$ cat src/pbwa_pkg.sv
// Shared types, codes and constants for the PCI BAR window allocator.
`default_nettype none

package pbwa_pkg;

   localparam int CSR_INDEX_WIDTH = 2;
   localparam int CSR_DATA_WIDTH = 32;
   localparam int IDE_ID_WIDTH = 25;

   localparam logic [CSR_INDEX_WIDTH-1:0] CSR_IO_ALLOC_START = 2'd0;
   localparam logic [CSR_INDEX_WIDTH-1:0] CSR_MEM_ALLOC_START = 2'd1;
   localparam logic [CSR_INDEX_WIDTH-1:0] CSR_IDE_FUNCTION_ID = 2'd2;

   localparam logic [31:0] IO_ALLOC_START_RESET = 32'h0000_1000;
   localparam logic [31:0] MEM_ALLOC_START_RESET = 32'h0000_0000;
   localparam logic [IDE_ID_WIDTH-1:0] IDE_FUNCTION_ID_RESET = 25'h1ff_ffff;

   localparam logic [31:0] IO_UPPER_FILL = 32'hffff_0000;
   localparam logic [31:0] IO_FLAG_MASK = ~32'd3;
   localparam logic [31:0] MEM_FLAG_MASK = ~32'd15;
   localparam logic [2:0] MEM_TYPE_64BIT = 3'b100;

   localparam logic [31:0] IDE_ADDR_BAR0 = 32'h0000_01f0;
   localparam logic [31:0] IDE_ADDR_BAR1 = 32'h0000_03f4;
   localparam logic [31:0] IDE_ADDR_BAR2 = 32'h0000_0170;
   localparam logic [31:0] IDE_ADDR_BAR3 = 32'h0000_0374;
   localparam logic [31:0] IDE_ADDR_BAR4 = 32'h0000_0cc0;

   typedef enum logic [2:0] {
      STATUS_ASSIGNED = 3'd0,
      STATUS_UNIMPLEMENTED = 3'd1,
      STATUS_NOT_POW2 = 3'd2,
      STATUS_IDE_FIXED = 3'd3,
      STATUS_IDE_NO_BAR = 3'd4
   } status_type;

   typedef struct packed {
      logic [7:0] bus_number;
      logic [4:0] slot_number;
      logic [2:0] function_number;
      logic [2:0] bar_index;
      logic [31:0] size_readback;
   } req_type;

   typedef struct packed {
      status_type status;
      logic [31:0] bar_value;
      logic [1:0] bar_step;
      logic clear_upper;
   } rsp_type;

   typedef struct packed {
      logic [31:0] io_next;
      logic [31:0] mem_next;
      logic [IDE_ID_WIDTH-1:0] ide_function_id;
   } state_type;

   typedef struct packed {
      logic io_update;
      logic mem_update;
      logic [31:0] next_value;
   } update_type;

endpackage

`default_nettype wire

$ cat src/pbwa_calc.sv
// Combinational BAR sizing, alignment and pointer bump for one transaction.
`default_nettype none

module pbwa_calc (
   input  pbwa_pkg::req_type    req_data,
   input  pbwa_pkg::state_type  state,
   output pbwa_pkg::rsp_type    rsp_data,
   output pbwa_pkg::update_type update
);
   import pbwa_pkg::*;

   logic [23:0] dev_id;
   logic        ide_hit;
   logic        is_io;
   logic        is_64bit;
   logic [31:0] io_size;
   logic [31:0] size_bits;
   logic [31:0] mask;
   logic [31:0] window;
   logic        pow2;
   logic [31:0] base_ptr;
   logic [31:0] addr;
   logic [31:0] ide_addr;
   logic [1:0]  step;

   assign dev_id = {req_data.bus_number, 3'b000, req_data.slot_number, 5'b00000,
                    req_data.function_number};
   assign ide_hit = !state.ide_function_id[IDE_ID_WIDTH-1]
                    && (dev_id == state.ide_function_id[23:0]);

   assign is_io = req_data.size_readback[0];
   assign is_64bit = (req_data.size_readback[2:0] == MEM_TYPE_64BIT);
   assign step = is_64bit ? 2'd2 : 2'd1;

   always_comb begin
      io_size = req_data.size_readback & IO_FLAG_MASK;
      if ((io_size & IO_UPPER_FILL) == 32'd0) begin
         io_size = io_size | IO_UPPER_FILL;
      end
   end

   assign size_bits = is_io ? io_size : (req_data.size_readback & MEM_FLAG_MASK);
   assign mask = ~size_bits;
   assign window = mask + 32'd1;
   assign pow2 = ((window & mask) == 32'd0);
   assign base_ptr = is_io ? state.io_next : state.mem_next;
   assign addr = (base_ptr + mask) & ~mask;

   always_comb begin
      unique case (req_data.bar_index)
         3'd0: ide_addr = IDE_ADDR_BAR0;
         3'd1: ide_addr = IDE_ADDR_BAR1;
         3'd2: ide_addr = IDE_ADDR_BAR2;
         3'd3: ide_addr = IDE_ADDR_BAR3;
         3'd4: ide_addr = IDE_ADDR_BAR4;
         default: ide_addr = 32'd0;
      endcase
   end

   always_comb begin
      rsp_data.status = STATUS_ASSIGNED;
      rsp_data.bar_value = 32'd0;
      rsp_data.bar_step = 2'd1;
      rsp_data.clear_upper = 1'b0;
      update.io_update = 1'b0;
      update.mem_update = 1'b0;
      update.next_value = addr + window;
      priority if (ide_hit) begin
         if (req_data.bar_index < 3'd5) begin
            rsp_data.status = STATUS_IDE_FIXED;
            rsp_data.bar_value = ide_addr;
         end else begin
            rsp_data.status = STATUS_IDE_NO_BAR;
         end
      end else if (req_data.size_readback == 32'd0) begin
         rsp_data.status = STATUS_UNIMPLEMENTED;
      end else if (!pow2) begin
         rsp_data.status = STATUS_NOT_POW2;
         rsp_data.bar_step = step;
      end else begin
         rsp_data.bar_value = addr;
         rsp_data.bar_step = step;
         rsp_data.clear_upper = is_64bit;
         update.io_update = is_io;
         update.mem_update = !is_io;
      end
   end

endmodule

`default_nettype wire

$ cat src/pbwa_ptrs.sv
// Configuration registers and the I/O and memory allocation pointers.
`default_nettype none

module pbwa_ptrs (
   input  wire                                    clock,
   input  wire                                    reset,
   input  wire                                    csr_write_enable,
   input  wire [pbwa_pkg::CSR_INDEX_WIDTH-1:0]    csr_index,
   input  wire [pbwa_pkg::CSR_DATA_WIDTH-1:0]     csr_write_data,
   input  wire                                    commit,
   input  pbwa_pkg::update_type                   update,
   output pbwa_pkg::state_type                    state
);
   import pbwa_pkg::*;

   logic [31:0]             io_next_ff, io_next_in;
   logic [31:0]             mem_next_ff, mem_next_in;
   logic [IDE_ID_WIDTH-1:0] ide_id_ff, ide_id_in;

   always_comb begin
      io_next_in = io_next_ff;
      mem_next_in = mem_next_ff;
      ide_id_in = ide_id_ff;
      if (commit && update.io_update) begin
         io_next_in = update.next_value;
      end
      if (commit && update.mem_update) begin
         mem_next_in = update.next_value;
      end
      if (csr_write_enable) begin
         unique case (csr_index)
            CSR_IO_ALLOC_START: io_next_in = csr_write_data;
            CSR_MEM_ALLOC_START: mem_next_in = csr_write_data;
            CSR_IDE_FUNCTION_ID: ide_id_in = csr_write_data[IDE_ID_WIDTH-1:0];
            default: ;
         endcase
      end
   end

   always_ff @(posedge clock) begin
      if (reset) begin
         io_next_ff <= IO_ALLOC_START_RESET;
         mem_next_ff <= MEM_ALLOC_START_RESET;
         ide_id_ff <= IDE_FUNCTION_ID_RESET;
      end else begin
         io_next_ff <= io_next_in;
         mem_next_ff <= mem_next_in;
         ide_id_ff <= ide_id_in;
      end
   end

   assign state.io_next = io_next_ff;
   assign state.mem_next = mem_next_ff;
   assign state.ide_function_id = ide_id_ff;

endmodule

`default_nettype wire

$ cat src/pci_bar_window_allocator.sv
// Top level of the PCI BAR window allocator: input register, compute, result register.
// A request waits in the input register, its result in the result register on rsp.
// Throughput: one transaction per cycle, as long as rsp_ready does not stall the result.
// The input and result registers let a new transaction in while a result waits.
// Reset is synchronous and active high; it empties both stages and restores
// the start addresses, the pointers and the IDE function id to their defaults.
`default_nettype none

module pci_bar_window_allocator (
   input  wire                                    clock,
   input  wire                                    reset,
   input  wire                                    req_valid,
   output logic                                   req_ready,
   input  pbwa_pkg::req_type                      req_data,
   output logic                                   rsp_valid,
   input  wire                                    rsp_ready,
   output pbwa_pkg::rsp_type                      rsp_data,
   input  wire                                    csr_write_enable,
   input  wire [pbwa_pkg::CSR_INDEX_WIDTH-1:0]    csr_index,
   input  wire [pbwa_pkg::CSR_DATA_WIDTH-1:0]     csr_write_data
);
   import pbwa_pkg::*;

   logic       in_valid_ff, in_valid_in;
   req_type    in_data_ff, in_data_in;
   logic       out_valid_ff, out_valid_in;
   rsp_type    out_data_ff, out_data_in;
   logic       advance;
   logic       accept;
   logic       commit;
   rsp_type    calc_rsp;
   update_type calc_update;
   state_type  state;

   assign advance = !out_valid_ff || rsp_ready;
   assign req_ready = !in_valid_ff || advance;
   assign accept = req_valid && req_ready;
   assign commit = in_valid_ff && advance;

   pbwa_calc u_calc (
      .req_data (in_data_ff),
      .state    (state),
      .rsp_data (calc_rsp),
      .update   (calc_update)
   );

   pbwa_ptrs u_ptrs (
      .clock            (clock),
      .reset            (reset),
      .csr_write_enable (csr_write_enable),
      .csr_index        (csr_index),
      .csr_write_data   (csr_write_data),
      .commit           (commit),
      .update           (calc_update),
      .state            (state)
   );

   always_comb begin
      in_valid_in = in_valid_ff;
      in_data_in = in_data_ff;
      out_valid_in = out_valid_ff;
      out_data_in = out_data_ff;
      if (advance) begin
         in_valid_in = 1'b0;
         out_valid_in = in_valid_ff;
      end
      if (commit) begin
         out_data_in = calc_rsp;
      end
      if (accept) begin
         in_valid_in = 1'b1;
         in_data_in = req_data;
      end
   end

   always_ff @(posedge clock) begin
      if (reset) begin
         in_valid_ff <= 1'b0;
         out_valid_ff <= 1'b0;
      end else begin
         in_valid_ff <= in_valid_in;
         out_valid_ff <= out_valid_in;
      end
      in_data_ff <= in_data_in;
      out_data_ff <= out_data_in;
   end

   assign rsp_valid = out_valid_ff;
   assign rsp_data = out_data_ff;

endmodule

`default_nettype wire

$ cat config.mk
export PLATFORM = sky130hd
export DESIGN_NAME = pci_bar_window_allocator
export DESIGN_NICKNAME = d
export VERILOG_FILES = /design/src/pbwa_pkg.sv /design/src/pbwa_calc.sv /design/src/pbwa_ptrs.sv /design/src/pci_bar_window_allocator.sv
export SDC_FILE = /design/constraint.sdc
export NUM_CORES = 1
export LEC_CHECK = 0
export ABC_AREA = 0
export BUFFER_PORTS_ARGS = -buffer_cell sky130_fd_sc_hd__buf_2
export CORE_UTILIZATION = 55
export DETAILED_ROUTE_END_ITERATION = 8
export HOLD_SLACK_MARGIN = 0.08
export PLACE_DENSITY = 0.78
export SETUP_SLACK_MARGIN = 0.1
export SYNTH_ARGS = -nofsm -noshare
export SYNTH_HDL_FRONTEND = slang
export SYNTH_SLANG_ARGS = --single-unit
$ cat constraint.sdc
create_clock -name clock -period 7.7 [get_ports clock]
set_clock_uncertainty 0.2 [all_clocks]
set_input_delay 0.77 -clock clock [delete_from_list [all_inputs] [get_ports clock]]
set_output_delay 0.77 -clock clock [all_outputs]
set_load 0.02 [all_outputs]
==> results of run 1 <==
cell type report:
| type | count | area share |
|---|---|---|
| tap | 270 | 0.0262 |
| clock buffer | 18 | 0.0350 |
| clock inverter | 14 | 0.0124 |
| timing repair buffer | 138 | 0.0558 |
| multi-input combinational | 972 | 0.507 |
| inverter | 66 | 0.0192 |
| sequential | 178 | 0.344 |
tightest hold or removal path, cell delays in order (launching register included):
cell and delay [ns]:
dfxtp_1 0.32, nand2_1 0.05, nand3b_1 0.06
cell usage after synthesis, types with 29 or more instances:
master / n
a211oi_1: 36
a21oi_1: 66
ha_1: 75
nor2_1: 120
nor3_1: 29
nand2_1: 153
dfxtp_1: 91
xnor2_1: 52
clkbuf_1: 45
inv_1: 66
o21ai_0: 48
edfxtp_1: 87
cell families after synthesis:
group                      share of synthesized area
and+or+nand+nor                                0.219
AOI/OAI and AO/OA                              0.160
DFF                                            0.388
buffers and inverters                         0.0427
adders and majority gates                     0.0873
xor gates and xnor gates                      0.0536
muxes                                         0.0491
other                                       0.000328
power breakdown:
part           internal, mW  total, mW  leakage (nW)  switching, mW
Sequential             1.04       1.07          1.57         0.0320
Clock                 0.457      0.896         0.292          0.440
Combinational         0.210      0.531          3.50          0.321
Total                  1.71       2.50          5.36          0.793
flip-flops by register name (all words and copies together) (netlist names):
| register | flops |
|---|---|
| in_valid_ff | 1 |
| u_ptrs.ide_id_ff | 25 |
| in_data_ff | 51 |
| rsp_data | 36 |
| rsp_valid | 1 |
| u_ptrs.io_next_ff | 32 |
| u_ptrs.mem_next_ff | 32 |
metal layers:
metal / vias up / global-route usage
met1: 4794 / 0.362
met5: - / 0
met4: 0 / 0.174
met2: 438 / 0.516
met3: 100 / 0.0597
li1: 4809 / -
through the flow:
step	worst slack, ns	power [mW]
5_1_grt	0.708	2.60
3_3_place_gp	1.33	1.61
2_1_floorplan	1.45	1.46
6_report	1.10	2.50
4_1_cts	1.21	2.50
3_5_place_dp	1.29	1.61
path summary, 6_finish.rpt:
kind                      endpoint                start  cells after the start
max          u_ptrs.io_next_ff[31]        in_data_ff[0]                     22
min            u_ptrs.ide_id_ff[4]  u_ptrs.ide_id_ff[4]                      2
max reg2reg  u_ptrs.io_next_ff[31]        in_data_ff[0]                     22
min reg2reg    u_ptrs.ide_id_ff[4]  u_ptrs.ide_id_ff[4]                      2
==> flow_metrics.env, run 1 <==
export IMPL_max_stage_delay_ns=0.57
export IMPL_first_pass_iters=6
export IMPL_period_needed_ns=6.60
export IMPL_slew_headroom=0.232
export IMPL_cts_root_buf="clkbuf_16"
export IMPL_ys_flop_type="dfxtp_1"
export IMPL_grt_pass1_vias=9915
export IMPL_worst_path_max_delay_cell="nor4_1"
export IMPL_final_common_cell="nand2_1"
export IMPL_reg2reg_slack_ns=1.10
export IMPL_async_flop_share=0
export IMPL_die_h_um=146
export IMPL_ant_nets=0
export IMPL_fp_row_count=52
export IMPL_die_x_um=146
export IMPL_vdd_ir_drop_worst_v=0.000171
export IMPL_grt_pass1_wl_mm=51.0
export IMPL_power_density_nw_per_um2=194
export IMPL_synth_top_area_share=0.229
export IMPL_worst_path_buf_inv=1
export IMPL_synth_seq_area_share=0.388
export IMPL_worstSkewPairLatency_ns=0.44
export IMPL_place_area_um2=12300
export IMPL_avgSynthCellArea_um2=8.99
export IMPL_syn_to_final_growth_pct=12.6
export IMPL_grt_usage=0.305
export IMPL_antenna_cells=0
export IMPL_crit_chain="buf_4 > mux2_2 > ha_1 > and3_1 > nand3_1 > o2111a_1 > nor4_1 > nor2_1 > maj3_1 > xnor2_1 > nor2_1 > ha_1 > nand4_1 > nor3_1 > nand4_1 > o21ai_0 > o21ai_0 > o21a_1 > nor4bb_1 > a211o_1 > xnor2_1 > o22ai_1"
export IMPL_top_layer_used="met4"
export IMPL_wire_per_inst_um=19.5
export IMPL_cap_violations=0
export IMPL_via_per_inst=6.12
export IMPL_top_level_ports=130
export IMPL_synthTopCellsByArea="edfxtp_1 23%, dfxtp_1 16%, ha_1 8.2%, nand2_1 5.0%, xnor2_1 4.0%"
export IMPL_worst_slew_pin_slew_ns=1.15
export IMPL_htreeDepth=4
export IMPL_drive_above_1_share=0.156
export IMPL_gp_congestion=0.979
export IMPL_worst_endpoint_required_ns=7.79
export IMPL_rsz0062_at_grt="no"
export IMPL_met2_length_mm=15.6
export IMPL_clock_fmax_mhz=151
export IMPL_ys_types=83
export IMPL_crit_path_end_kind="flip-flop"
export IMPL_grt_max_degree=98
export IMPL_coreArea_um2=20300
export IMPL_final_cell_mix="153 x nand2_1, 127 x buf_2, 119 x nor2_1"
export IMPL_post_cts_buffers=0
export IMPL_arrival_ns=6.69
export IMPL_cts_tree="yes"
export IMPL_start_util=0.563
export IMPL_clk_path_buf_depth=2
export IMPL_crit_family="simple AND/OR/NAND/NOR gates"
export IMPL_yosys_warnings=0
export IMPL_ff_latch_area_um2=4430
export IMPL_setup_viol=0
export IMPL_finalMaxSlewViolations=0
export IMPL_port_buffers=127
export IMPL_syn_inst=1272
export IMPL_cts_sinks=178
export IMPL_worstHoldPathType="reg2reg"
export IMPL_drt_total_wl_mm=32.3
export IMPL_cts_resized=0
export IMPL_overflow=0
export IMPL_synth_edf_count=87
export IMPL_hpwlAfterDp_mm=23.7
export IMPL_hold_viol=0
export IMPL_vias=10100
export IMPL_synth_area_um2=11400
export IMPL_die_area_um2=21400
export IMPL_whs_ns=0.265
export IMPL_path_class="reg2reg"
export IMPL_multi_input_comb_area_um2=6530
export IMPL_nets=1539
export IMPL_period_share=0.858
export IMPL_final_fill_count=1765
export IMPL_instances_no_fill=1656
export IMPL_antenna_found_initial=0
export IMPL_finish_instance_area_um2=12900
export IMPL_wl_met3_mm=2.16
export IMPL_dp_cells=1624
export IMPL_drcViolationCount=0
export IMPL_final_core_util=0.634
export IMPL_cts_buffers=17
export IMPL_cts_hold_buf=0
export IMPL_setup_worst_path_start_class="flip-flop"
export IMPL_p_leak_nw=5.36
export IMPL_status="finished clean"
export IMPL_m1WireLength_mm=12.9
export IMPL_worst_path_max_fanout=18
export IMPL_drt_initial_drc_count=862
export IMPL_path_clk_slew_ns=0.08
export IMPL_tns_ns=0
export IMPL_yosysTopAreaCell="edfxtp_1"
export IMPL_ys_seq_elements=178
Power figures use the tool's default switching activity.
==> inputs of run 2 (changes only) <==
==> constraint.sdc (replaced) <==
create_clock -name clock -period 8 [get_ports clock]
set_clock_uncertainty 0.2 [all_clocks]
set_input_delay 0.8 -clock clock [delete_from_list [all_inputs] [get_ports clock]]
set_output_delay 0.8 -clock clock [all_outputs]
set_load 0.02 [all_outputs]
==> run 2 against run 1 <==
  * Cell area grew 0.17%
  * Highest routed layer unchanged
  * Total power shrank 2.8%
  * Fmax shrank 1.6%
==> flow_metrics.env, run 2 (synthesis gave the netlist of run 1 again) <==
export IMPL_crit_family="simple AND/OR/NAND/NOR gates"
export IMPL_drt_total_wl_mm=31.8
export IMPL_largest_reg_flops=51
export IMPL_antenna_cells=0
export IMPL_grt_pass1_wl_mm=49.9
export IMPL_drive_above_1_share=0.156
export IMPL_worst_slew_pin_slew_ns=1.07
export IMPL_final_cell_mix="153 x nand2_1, 127 x buf_2, 119 x nor2_1"
export IMPL_grt_pass1_vias=9405
export IMPL_slew_headroom=0.281
export IMPL_grt_usage=0.300
export IMPL_final_fill_count=1741
export IMPL_via_per_inst=6.04
export IMPL_hold_viol=0
export IMPL_vdd_ir_drop_worst_v=0.000139
export IMPL_drcViolationCount=0
export IMPL_overflow=0
export IMPL_ant_nets=0
export IMPL_p_leak_nw=5.37
export IMPL_start_util=0.563
export IMPL_pwr_share_seq=0.425
export IMPL_period_share=0.839
export IMPL_cts_resized=0
export IMPL_p_switching_uw=740
export IMPL_finalMaxSlewViolations=0
export IMPL_worstSkewPairLatency_ns=0.44
export IMPL_hp_start="u_ptrs.mem_next_ff[0]"
export IMPL_cts_root_buf="clkbuf_16"
export IMPL_cts_hold_buf=0
export IMPL_clockPowerShare=0.365
export IMPL_regMostFlops="in_data_ff"
export IMPL_reg2reg_slack_ns=1.29
export IMPL_max_stage_delay_ns=0.63
export IMPL_worst_endpoint_required_ns=8.08
export IMPL_worst_path_max_delay_cell="nor4_1"
export IMPL_htreeDepth=4
export IMPL_hpwlAfterDp_mm=23.7
export IMPL_setup_viol=0
export IMPL_antenna_found_initial=0
export IMPL_p_comb_frac=0.210
export IMPL_worstHoldPathType="reg2reg"
export IMPL_period_needed_ns=6.71
export IMPL_gp_congestion=0.969
export IMPL_nets=1540
export IMPL_clock_fmax_mhz=149
export IMPL_port_buffers=127
export IMPL_grt_max_degree=98
export IMPL_whs_endpoint="u_ptrs.mem_next_ff[0]"
export IMPL_power_density_nw_per_um2=189
export IMPL_sw_frac_of_total=0.304
export IMPL_tns_ns=0
export IMPL_die_area_um2=21400
export IMPL_cts_sinks=178
export IMPL_drt_initial_drc_count=862
export IMPL_hold_depth=2
export IMPL_whs_ns=0.276
export IMPL_status="finished clean"
export IMPL_coreArea_um2=20300
export IMPL_top_level_ports=130
export IMPL_first_pass_iters=5
export IMPL_worst_path_max_fanout=38
export IMPL_reg2regPathDepth=22
export IMPL_path_class="reg2reg"
export IMPL_cap_violations=0
export IMPL_die_x_um=146
export IMPL_worst_path_buf_inv=1
export IMPL_cts_buffers=17
export IMPL_fp_row_count=52
export IMPL_cp_depth=22
export IMPL_rsz0062_at_grt="no"
export IMPL_path_clk_slew_ns=0.07
export IMPL_syn_to_final_growth_pct=12.8
export IMPL_wire_per_inst_um=19.2
export IMPL_crit_path_end_kind="flip-flop"
export IMPL_die_h_um=146
export IMPL_clk_path_buf_depth=2
export IMPL_crit_chain="buf_4 > mux2_2 > ha_1 > and3_1 > nand3_1 > o2111a_1 > nor4_1 > nor2_1 > maj3_1 > xnor2_1 > nor2_1 > ha_1 > nand4_1 > nor3_1 > nand4_1 > o21ai_0 > o21ai_0 > o21a_1 > nor4bb_1 > a211o_1 > xnor2_1 > o22ai_1"
export IMPL_p_int_mw=1.69
export IMPL_rr_startpoint="in_data_ff[0]"
export IMPL_worstReg2RegEnd="u_ptrs.io_next_ff[31]"
export IMPL_post_cts_buffers=0
export IMPL_arrival_ns=6.80
export IMPL_setup_worst_path_start_class="flip-flop"
export IMPL_vias=10000
export IMPL_final_common_cell="nand2_1"
export IMPL_cts_tree="yes"
-- run 2: changes by cell type in the layout (fill, tap and decap cells not counted), sizes merged --
cell and change:
clkbuf +3, clkinv -3, buf +1, bufinv +1, inv -1
-- run 2: area by class of cell --
class,instances,area (um^2),share of cell area
clock buffer,21,493,0.0382
clock inverter,11,133,0.0103
inverter,66,248,0.0192
multi-input combinational,972,6530,0.506
sequential,178,4430,0.344
tap,270,338,0.0262
timing repair buffer,139,726,0.0563
-- run 2: worst max-delay path by stage --
stage	start	end
CTS	in_data_ff[0]	u_ptrs.io_next_ff[31]
global placement	in_data_ff[18]	u_ptrs.io_next_ff[31]
floorplan	in_data_ff[0]	u_ptrs.io_next_ff[31]
detailed placement	in_data_ff[0]	u_ptrs.io_next_ff[31]
global route	in_data_ff[0]	u_ptrs.io_next_ff[31]
finish	in_data_ff[0]	u_ptrs.io_next_ff[31]
-- run 2: metal layers --
layer	up-vias	routed length, um	track usage
li1	4826	-	-
met1	4752	13300	0.370
met2	362	15500	0.513
met3	76	1570	0.0459
met4	0	1400	0.145
met5	-	0	0
-- run 2: power by group through the flow --
stage	sequential [mW]	clock (mW)	combinational [mW]
after floorplan	1.05	0	0.355
after global placement	1.05	0	0.495
after detailed placement	1.05	0	0.500
after CTS	1.03	0.896	0.504
after global routing	1.04	0.927	0.559
final	1.03	0.888	0.510
-- run 2: worst register-to-register path: cells and delay by family, from the launching register on --
kind / cells / cell delay [ns]
DFF: 1 / 0.40
xor gates and xnor gates: 2 / 0.36
muxes: 1 / 0.41
buffers and inverters: 1 / 0.49
adders and majority gates: 3 / 1.17
and+or+nand+nor: 9 / 2.05
AOI/OAI and AO/OA: 6 / 1.49
-- run 2: metrics by stage --
stage	area, um^2	total power, mW	setup slack (ns)	cells	utilization
after floorplan	11400	1.41	1.75	1273	-
after global placement	12300	1.55	1.59	1625	0.605
after detailed placement	12300	1.55	1.47	1625	0.605
after CTS	12900	2.43	1.44	1657	0.635
after global routing	12900	2.52	0.772	1657	0.635
final	12900	2.43	1.29	1657	0.635
